[config.mk]
export PLATFORM = sky130hd
export DESIGN_NAME = bmsrfc_back
export DESIGN_NICKNAME = d
export VERILOG_FILES = /design/src/hw/rtl/bmsrfc_pkg.sv /design/src/hw/rtl/bmsrfc_back.sv
export SDC_FILE = /design/constraint.sdc
export NUM_CORES = 1
export LEC_CHECK = 0
export ABC_CLOCK_PERIOD_IN_PS = 22200
export BUFFER_PORTS_ARGS = -buffer_cell sky130_fd_sc_hd__buf_4
export CAP_MARGIN = 20
export CORE_AREA = 2 2 118 120
export DETAILED_ROUTE_END_ITERATION = 16
export DIE_AREA = 0 0 120 122
export GPL_TIMING_DRIVEN = 1
export PLACE_DENSITY = 0.8
export SYNTH_ARGS = -nofsm -noshare
export SYNTH_HDL_FRONTEND = slang
export SYNTH_SLANG_ARGS = --single-unit
[constraint.sdc]
create_clock -name clock -period 22.2 [get_ports clock]
set_input_delay 2.22 -clock clock [delete_from_list [all_inputs] [get_ports clock]]
set_output_delay 2.22 -clock clock [all_outputs]
set_load 0.02 [all_outputs]
[src/hw/rtl/bmsrfc_pkg.sv]
// Types, codes, constants and the CRC-16 byte update for the frame checker.
// No dependencies.
`default_nettype none

package bmsrfc_pkg;

   localparam int MAX_FRAME_DEF  = 256;
   localparam int DATA_DEPTH     = 12;
   localparam int DATA_IDX_W     = $clog2(DATA_DEPTH);
   localparam int DATA_FIRST     = 4;       // frame index of first captured data byte
   localparam int MIN_FRAME      = 5;
   localparam int MIN_DATA       = 12;
   localparam int MIN_REGS       = MIN_DATA / 2;
   localparam int FRAME_BYTES_W  = 9;
   localparam int QUEUE_DEPTH    = 2;

   localparam logic [15:0] CRC_INIT       = 16'hFFFF;
   localparam logic [15:0] CRC_POLY       = 16'hA001;
   localparam logic [7:0]  FUNC_READ      = 8'h03;
   localparam logic [7:0]  FUNC_EXCEPTION = 8'h03 | 8'h80;

   typedef enum logic {
      CMD_BYTE    = 1'b0,
      CMD_TIMEOUT = 1'b1
   } command_type;

   typedef enum logic [2:0] {
      ST_OK          = 3'd0,
      ST_NO_RESPONSE = 3'd1,
      ST_TOO_SHORT   = 3'd2,
      ST_CRC_ERROR   = 3'd3,
      ST_EXCEPTION   = 3'd4,
      ST_BAD_FUNC    = 3'd5,
      ST_SHORT_DATA  = 3'd6
   } status_type;

   // Everything the back end needs to judge one finished frame.
   typedef struct packed {
      logic                          timeout;
      logic [FRAME_BYTES_W-1:0]      frame_bytes;
      logic [15:0]                   crc;
      logic [15:0]                   tail;
      logic [7:0]                    func;
      logic [15:0]                   header;
      logic [DATA_DEPTH-1:0][7:0]    data;
   } frame_sum_type;

   function automatic logic [15:0] crc16_update(input logic [15:0] crc, input logic [7:0] b);
      logic [15:0] c;
      c = crc ^ {8'h00, b};
      for (int k = 0; k < 8; k++) begin
         c = c[0] ? ((c >> 1) ^ CRC_POLY) : (c >> 1);
      end
      return c;
   endfunction

endpackage

`default_nettype wire

[src/hw/rtl/bmsrfc_back.sv]
// Back end: judges a frame summary, decodes the status block and holds the
// result in the output register until taken. Uses bmsrfc_pkg.
`default_nettype none

module bmsrfc_back (
   input  wire logic                    clock,
   input  wire logic                    reset,
   input  wire logic                    sum_valid,
   input  wire bmsrfc_pkg::frame_sum_type sum,
   output logic                         pop,
   output logic                         out_valid,
   input  wire logic                    out_ready,
   output bmsrfc_pkg::status_type       out_status,
   output logic [7:0]                   out_exception,
   output logic [15:0]                  out_reg_count,
   output logic [15:0]                  out_charge,
   output logic [15:0]                  out_discharge,
   output logic [15:0]                  out_voltage,
   output logic [15:0]                  out_soc,
   output logic [31:0]                  out_capacity,
   output logic [bmsrfc_pkg::FRAME_BYTES_W-1:0] out_frame_bytes
);

   logic                   valid_ff;
   bmsrfc_pkg::status_type status_ff, status_in;
   logic [7:0]             exc_ff, exc_in;
   logic [15:0]            regs_ff, regs_in;
   logic [15:0]            chg_ff, chg_in;
   logic [15:0]            dis_ff, dis_in;
   logic [15:0]            volt_ff, volt_in;
   logic [15:0]            soc_ff, soc_in;
   logic [31:0]            cap_ff, cap_in;
   logic [bmsrfc_pkg::FRAME_BYTES_W-1:0] nbytes_ff, nbytes_in;
   logic [15:0]            recv_crc;

   // CRC travels low byte first, so the older tail byte is the low half.
   assign recv_crc = {sum.tail[7:0], sum.tail[15:8]};
   assign pop      = sum_valid && (!valid_ff || out_ready);

   always_comb begin
      status_in = bmsrfc_pkg::ST_OK;
      exc_in    = '0;
      regs_in   = '0;
      chg_in    = '0;
      dis_in    = '0;
      volt_in   = '0;
      soc_in    = '0;
      cap_in    = '0;
      nbytes_in = sum.frame_bytes;
      if (sum.timeout) begin
         status_in = bmsrfc_pkg::ST_NO_RESPONSE;
         nbytes_in = '0;
      end else if (sum.frame_bytes < bmsrfc_pkg::FRAME_BYTES_W'(bmsrfc_pkg::MIN_FRAME)) begin
         status_in = bmsrfc_pkg::ST_TOO_SHORT;
      end else if (sum.crc != recv_crc) begin
         status_in = bmsrfc_pkg::ST_CRC_ERROR;
      end else if (sum.func == bmsrfc_pkg::FUNC_EXCEPTION) begin
         status_in = bmsrfc_pkg::ST_EXCEPTION;
         exc_in    = sum.header[15:8];
      end else if (sum.func == bmsrfc_pkg::FUNC_READ) begin
         regs_in = sum.header;
         if (sum.header < 16'(bmsrfc_pkg::MIN_REGS)) begin
            status_in = bmsrfc_pkg::ST_SHORT_DATA;
         end else begin
            chg_in  = {sum.data[0], sum.data[1]};
            dis_in  = {sum.data[2], sum.data[3]};
            volt_in = {sum.data[4], sum.data[5]};
            soc_in  = {sum.data[6], sum.data[7]};
            cap_in  = {sum.data[8], sum.data[9], sum.data[10], sum.data[11]};
         end
      end else begin
         status_in = bmsrfc_pkg::ST_BAD_FUNC;
      end
   end

   always_ff @(posedge clock) begin
      if (reset) begin
         valid_ff <= 1'b0;
      end else if (pop) begin
         valid_ff <= 1'b1;
      end else if (out_ready) begin
         valid_ff <= 1'b0;
      end
   end

   always_ff @(posedge clock) begin
      if (pop) begin
         status_ff <= status_in;
         exc_ff    <= exc_in;
         regs_ff   <= regs_in;
         chg_ff    <= chg_in;
         dis_ff    <= dis_in;
         volt_ff   <= volt_in;
         soc_ff    <= soc_in;
         cap_ff    <= cap_in;
         nbytes_ff <= nbytes_in;
      end
   end

   assign out_valid       = valid_ff;
   assign out_status      = status_ff;
   assign out_exception   = exc_ff;
   assign out_reg_count   = regs_ff;
   assign out_charge      = chg_ff;
   assign out_discharge   = dis_ff;
   assign out_voltage     = volt_ff;
   assign out_soc         = soc_ff;
   assign out_capacity    = cap_ff;
   assign out_frame_bytes = nbytes_ff;

endmodule

`default_nettype wire

==> results.yml, run 1 <==
status:
  status: "finished, final reports clean"
synth:
  syn-cell-area_um2: 6155
  yosysSeqAreaShare_pct: 64.73
  synthCells: 470
  ys_ff_latch: 133
  synth_cell_types: 25
  syn-num-nets: 636
  yosysWarnings: 0
  syn_avg_cell_area_um2: 13.10
sta:
  rsz0062_at_grt: "false"
  fmax_mhz: 181.6
  setup_violations: 0
  maxSlewHeadroom_pct: 26.24
  tns_ns: 0
  period_minus_slack_ns: 5.506
  slew_viol_final: 0
  fin_hold_ws_ns: 0.5685
  fin_crit_sh_pct: 24.80
  finalHoldViolCount: 0
  worst-slew-pin-transition_ns: 1.106
  skew_ns: 0.008222
global_route:
  gr-total-overflow: 0
  grt_max_degree: 88
  grt_first_pass_wirelength_mm: 24.35
  antenna_found_initial: 0
  grt_util_all_layers_pct: 21.31
  grt_pass1_vias: 4822
clocking:
  holdBufCountCts: 0
  cts_tree: "built"
  cts_max_level: 4
  max-clock-path-buffers: 2
  cts.sink_count: 133
  cts_resized: 0
  cts_buffers: 17
  clk_pin_slew_ns: 0.06
  worstSkewPairLatency_ns: 0.41
  post_cts_buffers: 0
  clockRootBuffer: "clkbuf_16"
setup_path:
  crit_slowest_cell: "buf_4"
  worst_setup_path_start_kind: "input pin"
  critPathMaxFanout: 47
  worstPathRequired_ns: 19.98
  crit_chain: "buf_4 -> inv_1 -> a21boi_4 -> buf_4 -> buf_4"
  cp_num_buf_inv: 4
  cp.arrival_ns: 3.29
  reg2reg_depth: 4
  cp.depth: 5
  path_common_cell: "buf_4"
  endpoint_kind: "primary output"
  critPathKind: "input pin to primary output"
  crit_family: "buffers and inverters"
  critPathMaxStageDelay_ns: 0.50
worst_hold_path:
  holdPathStages: 2
  hp-class: "flop to flop"
pwr:
  pwr_density_cell_nw_per_um2: 69.88
  max-vdd-ir-drop_mv: 0.03889
  power_leakage_uw: 0.003710
  total_power_uw: 630.9
cells_and_area:
  multi_input_area_um2: 1888
  drive_gt1_share_pct: 51.72
  n_antenna_cell: 0
  fill_cells: 993
  syn_to_final_growth_pct: 46.70
  fin_nets: 913
  seq_area_um2: 3984
drt:
  drcViolationCount: 0
  wl_mm: 16.01
  ant_nets: 0
  via_per_inst: 5.252
  vias: 4926
  first_pass_iters: 5
  wl_per_cell_um: 17.07
  drt-initial-drc-count: 373
floorplanning:
  start_util_pct: 45.58
  die_w_um: 120
  num_rows: 43
  pin_count: 300
  die_area_um2: 14640
  core_area_um2: 13500
  die_y_um: 122
placed_design:
  hpwl_mm: 11.14
  place_congestion: 0.8633
  port_buffers: 299
flow_run:
  maxCapViolCount: 0
-- cell usage in the layout (no fill, tap or decap), types with 3 or more instances in the layout --
cell type,count
buf_4,306
clkbuf_1,4
clkbuf_16,17
clkinv_1,6
edfxtp_1,132
inv_1,17
nand2_1,98
nor2b_1,10
nor3_1,3
nor4_1,67
nor4_2,59
xor2_1,16
-- final timing paths --
kind,from,endpoint,slack [ns]
setup / recovery,out_ready,pop,16.69
hold reg to reg,out_valid,out_valid,0.57
hold / removal,out_valid,out_valid,0.57
setup reg to reg,out_valid,out_exception[6],20.10
-- layout make-up --
| class | instances | share of cell area [%] |
|---|---|---|
| sequential | 133 | 44.12 |
| timing repair buffer | 308 | 25.91 |
| multi-input combinational | 270 | 20.91 |
| inverter | 17 | 0.7068 |
| clock buffer | 21 | 4.878 |
| clock inverter | 9 | 0.9701 |
| tap | 180 | 2.494 |
-- cell usage after synthesis --
cell	number	share of area [%]
edfxtp_1	132	64
nand2_1	98	6.0
nor4_1	67	6.8
nor4_2	59	12
clkbuf_1	39	2.4
inv_1	17	1.0
xor2_1	16	2.3
nor2b_1	10	1.0
buf_6	7	1.3
buf_1	3	0.18
nor3_1	3	0.24
nand2b_1	2	0.20
nand4_1	2	0.20
nor2_1	2	0.12
o21ai_0	2	0.16
or4_1	2	0.24
a211oi_1	1	0.12
a21boi_0	1	0.12
a21oi_1	1	0.081
buf_2	1	0.081
dfxtp_1	1	0.33
nand3_1	1	0.081
nor4_4	1	0.35
o21ba_2	1	0.16
o22a_1	1	0.14
-- power breakdown --
group / internal (uW) / leakage, uW / total (uW) / switching (uW)
Combinational: 38.4 / 0.00214 / 82.1 / 43.7
Clock: 161 / 0.000256 / 256 / 95.1
Sequential: 289 / 0.00131 / 292 / 3.78
Total: 488 / 0.00371 / 631 / 143
-- stage by stage --
stage          instance area [um^2]  cells  utilization, %  worst slack [ns]
2_1_floorplan                  6155    470               -             7.776
3_3_place_gp                   8458    906           62.63             16.74
3_5_place_dp                   8473    907           62.74             16.69
4_1_cts                        9001    937           66.65             16.69
5_1_grt                        9029    938           66.86             16.61
6_report                       9029    938           66.86             16.69
-- layer usage --
metal  part of all wire, %  routed length (um)  vias up  global-route usage (%)
met5                     0                   0        -                       0
met4                   3.6                 583        0                   11.32
met3                   7.2                1156       44                   5.150
met2                    51                8202      253                   35.44
met1                    38                6065     2298                   25.74
li1                      -                   -     2331                       -
-- tightest hold or removal path, delay by kind of cell, from the launching register on --
kind            cells  cell delay [ns]
compound gates      1             0.13
flops               1             0.34
simple gates        1             0.05
-- registers in the layout, summed over array words and instances, names as in the netlist --
signal,cells
out_capacity,32
out_voltage,16
out_exception,8
out_status,3
out_valid,1
out_frame_bytes,9
out_soc,16
out_charge,16
out_discharge,16
out_reg_count,16
-- kinds of logic after synthesis --
kind of cell | after synthesis | share of synthesized area, %
buffers and inverters | 67 | 4.960
DFF | 133 | 64.73
and+or+nand+nor | 247 | 27.24
xor gates and xnor gates | 16 | 2.277
AOI/OAI and AO/OA | 7 | 0.7929
Power figures use the tool's default switching activity.
==> run 2, diff against run 1 <==
Settings changed: ABC_AREA set to 1, ABC_CLOCK_PERIOD_IN_PS 22200 to 4800, CORE_AREA 2 2 118 120 to not set, CORE_UTILIZATION set to 40, DIE_AREA 0 0 120 122 to not set, PLACE_DENSITY 0.8 to 0.76.
Clock period 22.2 ns to 4.8 ns, I/O delays scaled along.
==> results.yml, run 2 <==
clocking:
  cts_resized: 0
  cts_buffers: 17
  post_cts_buffers: 0
  cts_tree: "built"
  holdBufCountCts: 0
  max-clock-path-buffers: 2
  cts_max_level: 4
  cts.sink_count: 133
  worstSkewPairLatency_ns: 0.41
  clockRootBuffer: "clkbuf_16"
  clk_pin_slew_ns: 0.06
cells_and_area:
  fin_nets: 993
  final_cell_mix: "301 x buf_4, 165 x nor2_1, 147 x inv_1, 132 x edfxtp_1, 41 x nand2_1"
  drive_gt1_share_pct: 39.93
  largest_reg_flops: 32
  n_antenna_cell: 0
  design_area_um2: 8539
  syn_to_final_growth_pct: 54.17
  final_common_cell: "buf_4"
global_route:
  grtUsageMet3_pct: 7.082
  antenna_found_initial: 0
  met2_usage_pct: 35.51
  grt_util_all_layers_pct: 19.54
  met1_usage_pct: 19.58
  grt_pass1_vias: 4074
  gr-total-overflow: 0
  grt-busiest-layer: "met2"
  grt_first_pass_wirelength_mm: 20.56
  grt_max_degree: 91
drt:
  ant_nets: 0
  first_pass_iters: 4
  via_per_inst: 4.310
  vias: 4375
  drt-initial-drc-count: 285
  wl_mm: 13.80
  drcViolationCount: 0
  wl_per_cell_um: 13.60
synth:
  synthCells: 518
  ys_ff_latch: 133
  yosysMostFrequentCell: "nor2_1"
  syn_avg_cell_area_um2: 10.69
  yosysTopAreaCell: "edfxtp_1"
  syn-cell-area_um2: 5539
  synth-edff-count: 132
  yosysWarnings: 0
  yosys-top-cells-area: "edfxtp_1 72%, nor2_1 11%, inv_1 10%, nand2_1 2.8%, xor2_1 0.95%"
  synth.top_cell.area_share_pct: 71.56
  synth_cell_types: 18
  synth_common_cells: "165 x nor2_1, 147 x inv_1, 132 x edfxtp_1"
  ys.flop_type: "edfxtp_1"
  yosysSeqAreaShare_pct: 71.92
  syn-num-nets: 684
  async_flop_share_pct: 0
floorplanning:
  die_y_um: 119.7
  core_area_um2: 13350
  die_area_um2: 14320
  pin_count: 300
  num_rows: 42
  die_w_um: 119.7
  start_util_pct: 41.50
setup_path:
  crit_family: "buffers and inverters"
  endpoint_kind: "primary output"
  reg2reg_depth: 2
  worst_setup_path_start_kind: "flop"
  worstPathRequired_ns: 4.32
  crit_slowest_cell: "buf_4"
  critPathMaxStageDelay_ns: 0.47
  cp.arrival_ns: 1.86
  cp_num_buf_inv: 2
  path_common_cell: "buf_4"
  critPathMaxFanout: 35
  crit_chain: "a21oi_4 -> buf_4 -> buf_4"
  cp.depth: 3
  critPathKind: "flop to primary output"
sta:
  finalHoldViolCount: 0
  slew_viol_final: 0
  tns_ns: 0
  worst-slew-pin-transition_ns: 0.7295
  skew_ns: 0.008872
  rsz0062_at_grt: "false"
  setup_violations: 0
  maxSlewHeadroom_pct: 51.22
  fin_crit_sh_pct: 48.74
  fin_hold_ws_ns: 0.2136
  period_minus_slack_ns: 2.339
  fmax_mhz: 427.5
  worst_slack_ns: 2.461
flow_run:
  maxCapViolCount: 0
pwr:
  pwr_density_cell_nw_per_um2: 343.5
  max-vdd-ir-drop_mv: 0.1835
  power_leakage_uw: 0.004356
placed_design:
  hpwl_mm: 10.42
  port_buffers: 299
  place_congestion: 0.7633
  placed_cell_area_um2: 7979
  dp_slack_ns: 2.202
worst_hold_path:
  holdPathStages: 2
  hp-class: "input pin to flop"
status:
  status: "finished, final reports clean"
==> run 2: cells by family (layout without fill, tap and decap cells) <==
group                  Yosys count  in the layout  synth area share, %
AND/OR/NAND/NOR                215            215                15.20
buffers and inverters          159            480                11.41
flip-flops                     133            133                71.92
XOR/XNOR                         6              6               0.9487
AO/OA/AOI/OAI                    5              5               0.5194
==> run 2: worst paths after layout <==
kind                     end  slack (ns)      start
max                      pop        2.46  out_valid
min reg2reg        out_valid        0.52  out_valid
max reg2reg  out_voltage[10]        3.17  out_valid
min                out_valid        0.21      reset
==> run 2: cell type report <==
type | count | area, um^2
timing repair buffer | 302 | 2280
inverter | 147 | 551.8
clock buffer | 17 | 425.4
fill | 1098 | 4808
clock inverter | 14 | 135.1
tap | 176 | 220.2
multi-input combinational | 226 | 943.4
sequential | 133 | 3984
==> run 2: metrics by stage <==
| stage | total power [uW] | instances | util, % |
|---|---|---|---|
| 2_1_floorplan | 1521 | 518 | - |
| 3_3_place_gp | 1731 | 984 | 59.78 |
| 3_5_place_dp | 1736 | 984 | 59.78 |
| 4_1_cts | 2965 | 1015 | 63.98 |
| 5_1_grt | 3036 | 1015 | 63.98 |
| 6_report | 2933 | 1015 | 63.98 |
==> run 2: power breakdown <==
| group | switching [uW] | internal [uW] | total (uW) | leakage [uW] |
|---|---|---|---|---|
| Clock | 469 | 755 | 1220 | 0.000268 |
| Combinational | 184 | 174 | 358 | 0.00277 |
| Sequential | 16.1 | 1330 | 1350 | 0.00131 |
| Total | 669 | 2260 | 2930 | 0.00436 |
==> run 2: metal layers <==
metal / vias to the layer above / share of wire, % / wire, um
li1: 2175 / - / -
met1: 1946 / 34 / 4753
met3: 29 / 9.7 / 1338
met5: - / 0 / 0
met2: 225 / 53 / 7323
met4: 0 / 2.8 / 388
==> run 3, diff against run 2 <==
Settings changed: ABC_CLOCK_PERIOD_IN_PS 4800 to 1900.
Clock period 4.8 ns to 1.9 ns, I/O delays scaled along.
==> results.yml, run 3 (synthesized netlist as in run 2, its figures left out) <==
sta:
  maxSlewHeadroom_pct: 75.64
  skew_ns: 0.006708
  period_minus_slack_ns: 1.617
  fin_hold_ws_ns: 0.06717
  rsz0062_at_grt: "false"
  setup_violations: 0
  worst_slack_ns: 0.2828
  finalHoldViolCount: 0
  tns_ns: 0
  worst-slew-pin-transition_ns: 0.3640
  fin_crit_sh_pct: 85.12
  slew_viol_final: 0
  fmax_mhz: 618.3
placed_design:
  place_congestion: 0.7803
  dp_slack_ns: 0.2312
  hpwl_mm: 10.78
  placed_cell_area_um2: 8105
  port_buffers: 299
pwr:
  pwr_density_cell_nw_per_um2: 865.3
  p_seq_share_pct: 45.4
  power_leakage_uw: 0.004434
  p_sw_uw: 1650
  swShare_pct: 21.95
  p_comb_share_pct: 12.3
  p_int_uw: 5867
  pwr-share-clk_pct: 42.3
  max-vdd-ir-drop_mv: 0.5650
cells_and_area:
  fin_nets: 1002
  n_antenna_cell: 0
  drive_gt1_share_pct: 40.16
  design_area_um2: 8688
  syn_to_final_growth_pct: 56.86
  fill_cells: 1057
  final_cell_mix: "304 x buf_4, 165 x nor2_1, 147 x inv_1, 132 x edfxtp_1, 41 x nand2_1"
  final_common_cell: "buf_4"
  largest_reg_flops: 32
floorplanning:
  pin_count: 300
  num_rows: 42
  die_w_um: 119.7
  core_area_um2: 13350
  start_util_pct: 41.50
  die_area_um2: 14320
  die_y_um: 119.7
drt:
  first_pass_iters: 4
  drcViolationCount: 0
  vias: 4376
  wl_mm: 13.95
  ant_nets: 0
  drt-initial-drc-count: 232
  wl_per_cell_um: 13.61
  via_per_inst: 4.269
setup_path:
  cp.arrival_ns: 1.43
  critPathKind: "flop to primary output"
  crit_slowest_cell: "dfxtp_4"
  endpoint_kind: "primary output"
  critPathMaxFanout: 49
  crit_family: "buffers and inverters"
  crit_chain: "a21oi_4 -> buf_12 -> buf_4"
  critPathMaxStageDelay_ns: 0.35
  cp_num_buf_inv: 2
  worst_setup_path_start_kind: "flop"
  reg2reg_depth: 3
  worstPathRequired_ns: 1.71
  cp.depth: 3
global_route:
  grt_max_degree: 51
  grt_first_pass_wirelength_mm: 21.24
  gr-total-overflow: 0
  antenna_found_initial: 0
  grt_util_all_layers_pct: 20.03
  grt_pass1_vias: 4349
clocking:
  cts.sink_count: 133
  clk_pin_slew_ns: 0.06
  cts_buffers: 17
  clockRootBuffer: "clkbuf_16"
  cts_tree: "built"
  cts_max_level: 4
  cts_resized: 0
  max-clock-path-buffers: 2
  worstSkewPairLatency_ns: 0.41
worst_hold_path:
  holdPathStages: 4
  hp-class: "input pin to flop"
status:
  status: "finished, final reports clean"
flow_run:
  maxCapViolCount: 0
[run 3: cell types whose count changed in the layout (fill, tap and decap cells not counted), sizes merged]
| cell | delta |
|---|---|
| buf | +8 |
| clkbuf | +3 |
| clkinvlp | -2 |
| inv | -2 |
| bufinv | +1 |
| clkinv | +1 |
| dlygate4sd3 | +1 |
[run 3: power by group through the flow]
stage | Clock, uW | Combinational (uW) | Sequential, uW
2_1_floorplan | 0 | 167 | 3670
3_3_place_gp | 0 | 925 | 3470
3_5_place_dp | 0 | 934 | 3470
4_1_cts | 3230 | 938 | 3410
5_1_grt | 3350 | 1000 | 3420
6_report | 3180 | 927 | 3410
[run 3: area by class of cell]
class / instances / area (um^2) / area share, %
clock buffer: 20 / 436.7 / 5.026
sequential: 133 / 3988 / 45.90
multi-input combinational: 226 / 943.4 / 10.86
inverter: 147 / 551.8 / 6.351
clock inverter: 12 / 136.4 / 1.570
tap: 176 / 220.2 / 2.535
timing repair buffer: 311 / 2412 / 27.76
[run 3: final timing paths]
kind                                 from             to  slack, ns
worst max register to register  out_valid  out_charge[0]       0.52
worst min register to register  out_valid      out_valid       0.50
worst min-delay path            out_ready      out_valid       0.07
worst max-delay path            out_valid            pop       0.28
[run 3: what timing repair did]
| action | 4_1_cts | 5_1_grt |
|---|---|---|
| hold endpoints to repair | 1 | 0 |
| setup buffers | 0 | 0 |
| hold buffers | 1 | 0 |
[run 3: per-layer routing]
metal	routed length (um)	vias to the layer above	GRT usage (%)
li1	-	2200	-
met1	4870	1950	20.29
met2	7464	201	36.52
met3	1254	25	7.414
met4	361	0	8.750
met5	0	-	0
[run 3: worst register-to-register path, cell delays in order, from the launching register on]
cell     delay [ns]
dfxtp_4        0.35
a21oi_4        0.14
buf_12         0.28
buf_4          0.31
[run 3: stage by stage]
step	total power, uW	cells	util [%]
2_1_floorplan	3841	518	-
6_report	7518	1025	65.09
3_5_place_dp	4407	992	60.72
4_1_cts	7579	1025	65.09
3_3_place_gp	4391	992	60.72
5_1_grt	7772	1025	65.09
